`src/sks_pkg.sv`:
```
// Shared types, character codes and register indexes for the keyed span scanner.
`timescale 1ns / 1ps

package sks_pkg;

    // Default sizing of the scanner
    localparam int MAX_KEY_CHARS_DEF = 8;
    localparam int POSITION_BITS_DEF = 32;
    localparam int DEPTH_BITS_DEF    = 16;

    // Fixed field and register widths
    localparam int CHAR_W     = 8;
    localparam int OUT_POS_W  = 32;
    localparam int CFG_DATA_W = 64;
    localparam int CFG_IDX_W  = 1;
    localparam int KEY_LEN_W  = 4;
    localparam int PROG_W     = 4;

    // Register indexes
    localparam logic [CFG_IDX_W-1:0] REG_KEY_CHARS  = 1'd0;
    localparam logic [CFG_IDX_W-1:0] REG_KEY_LENGTH = 1'd1;

    localparam logic [KEY_LEN_W-1:0] KEY_LENGTH_RST = 4'd3;

    // Structural characters
    localparam logic [CHAR_W-1:0] CH_OPEN   = 8'h28;
    localparam logic [CHAR_W-1:0] CH_CLOSE  = 8'h29;
    localparam logic [CHAR_W-1:0] CH_QUOTE  = 8'h22;
    localparam logic [CHAR_W-1:0] CH_SEMI   = 8'h3B;
    localparam logic [CHAR_W-1:0] CH_BSLASH = 8'h5C;
    localparam logic [CHAR_W-1:0] CH_LF     = 8'h0A;
    localparam logic [CHAR_W-1:0] CH_CR     = 8'h0D;

    // Input beat
    typedef struct packed {
        logic [CHAR_W-1:0] char_code;
        logic              end_of_text;
    } in_beat_t;

    // Result beat
    typedef struct packed {
        logic [OUT_POS_W-1:0] span_start;
        logic [OUT_POS_W-1:0] span_end;
        logic                 depth_overflow;
    } out_beat_t;

    // Byte that may end a key: whitespace, parens, quote or comment start
    function automatic logic is_boundary(input logic [CHAR_W-1:0] c);
        is_boundary = c inside {[8'd9:8'd13], 8'd32, 8'd133, 8'd160,
                                CH_OPEN, CH_CLOSE, CH_QUOTE, CH_SEMI};
    endfunction

endpackage

```
`src/sexpr_keyed_span_scanner.sv`:
```
// Top level of the keyed s-expression span scanner.
`timescale 1ns / 1ps

// Takes one text byte per beat and one beat per clock cycle. Outside strings
// and ';' comments it looks for '(' followed by the configured key and a
// boundary byte, then follows the nesting depth until the balancing ')'; the
// start and end byte positions appear on the result channel in the cycle after
// the beat of the closing byte. The scan state logic handles every byte as it
// is accepted; s_ready drops only while a held result is not taken.
// end_of_text clears the scan state and byte position after that byte.
// Write key_chars and key_length only while no bytes are in flight.
module sexpr_keyed_span_scanner
    import sks_pkg::*;
#(
    parameter int MAX_KEY_CHARS = MAX_KEY_CHARS_DEF,
    parameter int POSITION_BITS = POSITION_BITS_DEF,
    parameter int DEPTH_BITS    = DEPTH_BITS_DEF
) (
    input  logic                  aclk,
    input  logic                  aresetn,
    input  logic                  cfg_wr_en,
    input  logic [CFG_IDX_W-1:0]  cfg_index,
    input  logic [CFG_DATA_W-1:0] cfg_wdata,
    input  logic                  s_valid,
    output logic                  s_ready,
    input  in_beat_t              s_data,
    output logic                  m_valid,
    input  logic                  m_ready,
    output out_beat_t             m_data
);

    logic [8*MAX_KEY_CHARS-1:0] key_bytes;
    logic [KEY_LEN_W-1:0]       key_len;
    logic                       beat_fire;
    logic                       res_valid;
    out_beat_t                  res;

    assign beat_fire = s_valid && s_ready;

    sks_key_cfg #(
        .MAX_KEY_CHARS (MAX_KEY_CHARS)
    ) u_cfg (
        .aclk      (aclk),
        .aresetn   (aresetn),
        .cfg_wr_en (cfg_wr_en),
        .cfg_index (cfg_index),
        .cfg_wdata (cfg_wdata),
        .key_bytes (key_bytes),
        .key_len   (key_len)
    );

    sks_scan_core #(
        .MAX_KEY_CHARS (MAX_KEY_CHARS),
        .POSITION_BITS (POSITION_BITS),
        .DEPTH_BITS    (DEPTH_BITS)
    ) u_core (
        .aclk      (aclk),
        .aresetn   (aresetn),
        .beat_fire (beat_fire),
        .beat      (s_data),
        .key_bytes (key_bytes),
        .key_len   (key_len),
        .res_valid (res_valid),
        .res       (res)
    );

    sks_out_reg u_out (
        .aclk      (aclk),
        .aresetn   (aresetn),
        .beat_fire (beat_fire),
        .res_valid (res_valid),
        .res       (res),
        .take_ok   (s_ready),
        .m_valid   (m_valid),
        .m_ready   (m_ready),
        .m_data    (m_data)
    );

endmodule

```
`src/sks_key_cfg.sv`:
```
// Key configuration registers: key bytes and key length.
`timescale 1ns / 1ps

module sks_key_cfg
    import sks_pkg::*;
#(
    parameter int MAX_KEY_CHARS = MAX_KEY_CHARS_DEF
) (
    input  logic                         aclk,
    input  logic                         aresetn,
    input  logic                         cfg_wr_en,
    input  logic [CFG_IDX_W-1:0]         cfg_index,
    input  logic [CFG_DATA_W-1:0]        cfg_wdata,
    output logic [8*MAX_KEY_CHARS-1:0]   key_bytes,
    output logic [KEY_LEN_W-1:0]         key_len
);

    localparam int KEY_W = 8 * MAX_KEY_CHARS;

    logic [KEY_W-1:0]     key_reg;
    logic [KEY_LEN_W-1:0] len_reg;

    // Register writes; bytes beyond the supported key length are never compared
    always_ff @(posedge aclk) begin
        if (!aresetn) begin
            key_reg <= '0;
            len_reg <= KEY_LENGTH_RST;
        end else if (cfg_wr_en) begin
            case (cfg_index)
                REG_KEY_CHARS:  key_reg <= cfg_wdata[KEY_W-1:0];
                REG_KEY_LENGTH: len_reg <= cfg_wdata[KEY_LEN_W-1:0];
                default: ;
            endcase
        end
    end

    // Lengths above the supported maximum act as the maximum
    assign key_bytes = key_reg;
    assign key_len   = (len_reg > KEY_LEN_W'(MAX_KEY_CHARS)) ?
                       KEY_LEN_W'(MAX_KEY_CHARS) : len_reg;

endmodule

```
`src/sks_scan_core.sv`:
```
// Per-byte scan state: string/comment tracking, key match, nesting depth.
`timescale 1ns / 1ps

module sks_scan_core
    import sks_pkg::*;
#(
    parameter int MAX_KEY_CHARS = MAX_KEY_CHARS_DEF,
    parameter int POSITION_BITS = POSITION_BITS_DEF,
    parameter int DEPTH_BITS    = DEPTH_BITS_DEF
) (
    input  logic                       aclk,
    input  logic                       aresetn,
    input  logic                       beat_fire,
    input  in_beat_t                   beat,
    input  logic [8*MAX_KEY_CHARS-1:0] key_bytes,
    input  logic [KEY_LEN_W-1:0]       key_len,
    output logic                       res_valid,
    output out_beat_t                  res
);

    localparam logic [DEPTH_BITS-1:0] DEPTH_MAX = '1;

    logic                     cap_reg, cap_next;
    logic                     str_reg, str_next;
    logic                     esc_reg, esc_next;
    logic                     cmt_reg, cmt_next;
    logic [PROG_W-1:0]        prog_reg, prog_next;
    logic [DEPTH_BITS-1:0]    depth_reg, depth_next;
    logic                     sat_reg, sat_next;
    logic [POSITION_BITS-1:0] pos_reg, pos_next;
    logic [POSITION_BITS-1:0] open_reg, open_next;

    logic                  plain;
    logic [DEPTH_BITS-1:0] depth_cnt;
    logic                  sat_cnt;
    logic [CHAR_W-1:0]     want;
    logic [PROG_W-1:0]     key_idx;
    logic                  start;
    logic                  closed;
    logic [CHAR_W-1:0]     c;

    assign c       = beat.char_code;
    assign key_idx = prog_reg - PROG_W'(1);

    // Key byte expected at the current match step
    always_comb begin
        want = '0;
        for (int i = 0; i < MAX_KEY_CHARS; i++) begin
            if (key_idx == PROG_W'(i)) begin
                want = key_bytes[8*i +: 8];
            end
        end
    end

    // String and comment tracking; plain means the byte is code
    always_comb begin
        cmt_next = cmt_reg;
        str_next = str_reg;
        esc_next = esc_reg;
        plain    = 1'b0;
        if (cmt_reg) begin
            if (c == CH_LF || c == CH_CR) cmt_next = 1'b0;
        end else if (str_reg) begin
            if (esc_reg)              esc_next = 1'b0;
            else if (c == CH_BSLASH)  esc_next = 1'b1;
            else if (c == CH_QUOTE)   str_next = 1'b0;
        end else if (c == CH_SEMI) begin
            cmt_next = 1'b1;
        end else if (c == CH_QUOTE) begin
            str_next = 1'b1;
        end else begin
            plain = 1'b1;
        end
    end

    // Depth after this byte if it is counted; saturates at the top
    always_comb begin
        depth_cnt = depth_reg;
        sat_cnt   = sat_reg;
        if (plain && c == CH_OPEN) begin
            if (depth_reg == DEPTH_MAX) sat_cnt = 1'b1;
            else                        depth_cnt = depth_reg + DEPTH_BITS'(1);
        end else if (plain && c == CH_CLOSE) begin
            if (depth_reg != '0) depth_cnt = depth_reg - DEPTH_BITS'(1);
        end
    end

    // Search / match / capture decision
    always_comb begin
        cap_next   = cap_reg;
        prog_next  = prog_reg;
        depth_next = depth_reg;
        sat_next   = sat_reg;
        open_next  = open_reg;
        start      = 1'b0;
        closed     = 1'b0;

        if (cap_reg) begin
            depth_next = depth_cnt;
            sat_next   = sat_cnt;
            closed     = (depth_cnt == '0);
        end else if (prog_reg == '0) begin
            start = plain && c == CH_OPEN;
        end else if (prog_reg <= key_len) begin
            if (c == want) begin
                depth_next = depth_cnt;
                sat_next   = sat_cnt;
                prog_next  = (depth_cnt == '0) ? '0 : prog_reg + PROG_W'(1);
            end else begin
                prog_next = '0;
                start     = plain && c == CH_OPEN;
            end
        end else begin
            // Key complete: needs a boundary byte
            prog_next = '0;
            if (is_boundary(c)) begin
                depth_next = depth_cnt;
                sat_next   = sat_cnt;
                if (depth_cnt == '0) closed = 1'b1;
                else                 cap_next = 1'b1;
            end
        end

        if (start) begin
            prog_next  = PROG_W'(1);
            open_next  = pos_reg;
            depth_next = DEPTH_BITS'(1);
            sat_next   = 1'b0;
        end

        res_valid          = closed;
        res.span_start     = OUT_POS_W'(open_reg);
        res.span_end       = OUT_POS_W'(pos_reg);
        res.depth_overflow = sat_next;

        if (closed) begin
            cap_next   = 1'b0;
            depth_next = '0;
            sat_next   = 1'b0;
        end

        pos_next = pos_reg + POSITION_BITS'(1);
    end

    // State registers; end of text returns everything to the search state
    always_ff @(posedge aclk) begin
        if (!aresetn || (beat_fire && beat.end_of_text)) begin
            cap_reg   <= 1'b0;
            str_reg   <= 1'b0;
            esc_reg   <= 1'b0;
            cmt_reg   <= 1'b0;
            prog_reg  <= '0;
            depth_reg <= '0;
            sat_reg   <= 1'b0;
            pos_reg   <= '0;
            open_reg  <= '0;
        end else if (beat_fire) begin
            cap_reg   <= cap_next;
            str_reg   <= str_next;
            esc_reg   <= esc_next;
            cmt_reg   <= cmt_next;
            prog_reg  <= prog_next;
            depth_reg <= depth_next;
            sat_reg   <= sat_next;
            pos_reg   <= pos_next;
            open_reg  <= open_next;
        end
    end

endmodule

```
`src/sks_out_reg.sv`:
```
// Result register between the scan logic and the result channel.
`timescale 1ns / 1ps

module sks_out_reg
    import sks_pkg::*;
(
    input  logic      aclk,
    input  logic      aresetn,
    input  logic      beat_fire,
    input  logic      res_valid,
    input  out_beat_t res,
    output logic      take_ok,
    output logic      m_valid,
    input  logic      m_ready,
    output out_beat_t m_data
);

    logic      vld_reg, vld_next;
    out_beat_t data_reg;

    // A new byte may enter when the held result is empty or leaving now
    assign take_ok = !vld_reg || m_ready;

    always_comb begin
        vld_next = vld_reg;
        if (beat_fire)    vld_next = res_valid;
        else if (m_ready) vld_next = 1'b0;
    end

    always_ff @(posedge aclk) begin
        if (!aresetn) vld_reg <= 1'b0;
        else          vld_reg <= vld_next;
    end

    always_ff @(posedge aclk) begin
        if (beat_fire && res_valid) data_reg <= res;
    end

    assign m_valid = vld_reg;
    assign m_data  = data_reg;

endmodule

```
`config.mk`:
```
export PLATFORM = sky130hd
export DESIGN_NAME = sexpr_keyed_span_scanner
export DESIGN_NICKNAME = d
export VERILOG_FILES = /design/src/sks_pkg.sv /design/src/sexpr_keyed_span_scanner.sv /design/src/sks_key_cfg.sv /design/src/sks_scan_core.sv /design/src/sks_out_reg.sv
export SDC_FILE = /design/constraint.sdc
export NUM_CORES = 1
export LEC_CHECK = 0
export BUFFER_PORTS_ARGS = -buffer_cell sky130_fd_sc_hd__clkbuf_2
export CORE_ASPECT_RATIO = 1.2
export CORE_UTILIZATION = 60
export CTS_CLUSTER_SIZE = 12
export DETAILED_ROUTE_END_ITERATION = 8
export GPL_TIMING_DRIVEN = 0
export PLACE_DENSITY = 0.79
export SLEW_MARGIN = 20
export SYNTH_ARGS = -nofsm -noshare
export SYNTH_HDL_FRONTEND = slang
export SYNTH_SLANG_ARGS = --single-unit
```
`constraint.sdc`:
```
create_clock -name aclk -period 9.3 [get_ports aclk]
set_input_delay 0.93 -clock aclk [delete_from_list [all_inputs] [get_ports aclk]]
set_output_delay 0.93 -clock aclk [all_outputs]
set_load 0.05 [all_outputs]
```
==> out/results.ini <==
[pwr]
power.internal_mw=1.54
power_frac_comb_pct=4.7
switching_share_pct=22.3
ir_drop_mv=0.163
seqPwrFrac_pct=51.4
leakage_nw=4.79
powerDensity_nw_per_um2=162
p_sw_uw=443
clock_power_share_pct=44.0

[timing]
relSlewSlack_pct=28.0
rsz0062_at_grt=false
timing.fmax_mhz=204
period_share_pct=52.8
tns_ns=0
holdWs_ns=0.428
hold_viol=0
slew_viol_final=0
clock_skew_ns=0.00913
setup_viol=0
worstMarginPinSlew_ns=1.07
min_period_ns=4.91

[clocking]
clock_latency_ns=0.52
clock_path_buffers=3
clkSinkCount=223
clockRootBuffer=clkbuf_16
post_cts_resized=0
clk_pin_slew_worst_paths_ns=0.06
post_cts_buffers=0
numCtsBuffers=24
ctsHoldBuffers=0
cts_tree=built
htree_levels=1

[worst_setup_path]
crit_slowest_cell=a211oi_1
cpMostUsedCell=clkbuf_1
path_delay_family=compound AO/OA/AOI/OAI gates
path_buf_inv=4
path_cells=ha_1 > clkbuf_1 > buf_2 > clkbuf_1 > a21oi_1 > o21ai_0 > nand3_1 > a32oi_1 > a311oi_1 > o31ai_1 > nor4b_4 > a211oi_1 > clkbuf_1 > o21ai_0 > a221oi_1
critPathLaunchType=flop
path_class=flop to flop
critPathArrivalTime_ns=5.34
critPathMaxFanout=10
cpPeakStageDelay_ns=0.64
timing.critical_path.required_ns=9.73
cp-end-kind=flop
rrSetupSlack_ns=4.39

[grt]
grt_pass1_vias=8609
grt_pass1_wl_mm=43.5
grt_start_max_net_pins=35
grt_usage_pct=30.6
grt-ovfl-total=0
antenna_found_initial=0

[die]
die_w_um=123
core_um2=17000
dieHeight_um=147
rows=52
ios=146
start_util_pct=61.9
die-area_um2=18100

[min_path]
hold_class=flop to flop

[logic_synthesis]
yosysMostFrequentCell=nand2_1
yosysSeqAreaShare_pct=48.7
syn_area_um2=10500
yosysWarnings=0
synth_top_area_cell=dfxtp_1
async_reset_ff_share_pct=0
synth_cell_types=81
yosys-top-cells-area=dfxtp_1, edfxtp_1, nand2_1
synthTopCellsByCount=nand2_1, dfxtp_1, nor2_1
synth_ff_type=dfxtp_1
synth_top_cell_area_share_pct=30.1
synth-seq-cells=223
synth_edf_count=65
synth_nets=1239
netlist_instances=1148
syn_area_per_cell_um2=9.16

[drt]
drt_first_pass_iters=5
ant_nets=0
routedWlPerCell_um=17.7
drt_iter0_markers=692
drc=0
routed_wirelength_mm=27.4
via_per_inst=5.93
num_vias=9200

[final_layout]
syn_to_final_growth_pct=16.3
largest_reg_flops=65
fin_util_pct=72.0
diodes=0
finalNetCount=1409
drive_above_1_share_pct=16.1
fin_area_um2=12200

[place]
place_congestion=0.961
port_buffers=143
placed_area_um2=11500
hpwl_mm=19.7

[run]
drv_cap=0

[run_status]
outcome=finished clean

power groups by stage:
stage / logic [mW] / registers [mW] / clock network [mW]
finish: 0.0928 / 1.02 / 0.872
global route: 0.103 / 1.02 / 0.919
CTS: 0.0923 / 1.02 / 0.877
detailed placement: 0.0917 / 1.04 / 0
global placement: 0.0901 / 1.04 / 0
floorplan: 0.0545 / 1.04 / 0
metal layers:
layer / vias up / track usage [%] / share of wire, % / routed length [um]
met5: - / 0 / 0 / 0
met1: 4282 / 37.6 / 40 / 11000
li1: 4440 / - / - / -
met3: 94 / 4.15 / 6.6 / 1820
met2: 384 / 52.9 / 49 / 13400
met4: 0 / 13.7 / 4.3 / 1190
layout make-up:
| cell class | instances | area [um^2] |
|---|---|---|
| Buffer | 73 | 310 |
| Clock buffer | 38 | 673 |
| Clock inverter | 5 | 36.3 |
| Fill cell | 1328 | 4750 |
| Inverter | 22 | 85.1 |
| Multi-Input combinational cell | 830 | 5000 |
| Sequential cell | 223 | 5110 |
| Tap cell | 216 | 270 |
| Timing Repair Buffer | 144 | 736 |
per-stage QoR:
step                      power, mW  instances  worst slack, ns
after floorplan                1.09       1148             4.16
after detailed placement       1.13       1508             4.09
after CTS                      1.99       1551             4.49
after global routing           2.04       1551             4.11
final                          1.98       1551             4.39
after global placement         1.13       1507             2.90
cells in the final DEF (no fill, tap or decap), types with 17 or more instances in the layout:
cell type  instances
nand2b_1          17
nand2_1          202
o21ai_0           38
nand4_1           18
dfxtp_1          158
clkbuf_1          61
a21oi_1           37
nor2_1           101
xor2_1            24
edfxtp_1          65
clkbuf_2         144
clkbuf_16         24
inv_1             21
mux2i_1           34
a21boi_0          67
nand3_1           35
nor3_1            21
cell families after synthesis:
logic type	Yosys count	share of synthesized area (%)
adder cells (fa/ha/maj)	12	1.43
buffers and inverters	95	3.74
flip-flops	223	48.7
XOR/XNOR	34	2.83
AND/OR/NAND/NOR	509	23.9
AO/OA/AOI/OAI	241	16.2
multiplexers	34	3.24
final timing paths:
kind,from,endpoint,depth (start not counted)
setup / recovery,u_core.prog_reg[1],u_core.depth_reg[0],15
setup reg to reg,u_core.prog_reg[1],u_core.depth_reg[0],15
hold reg to reg,u_core.open_reg[16],u_out.m_data[49],0
hold / removal,u_core.open_reg[16],u_out.m_data[49],0
(Power assumes the default switching activity.)
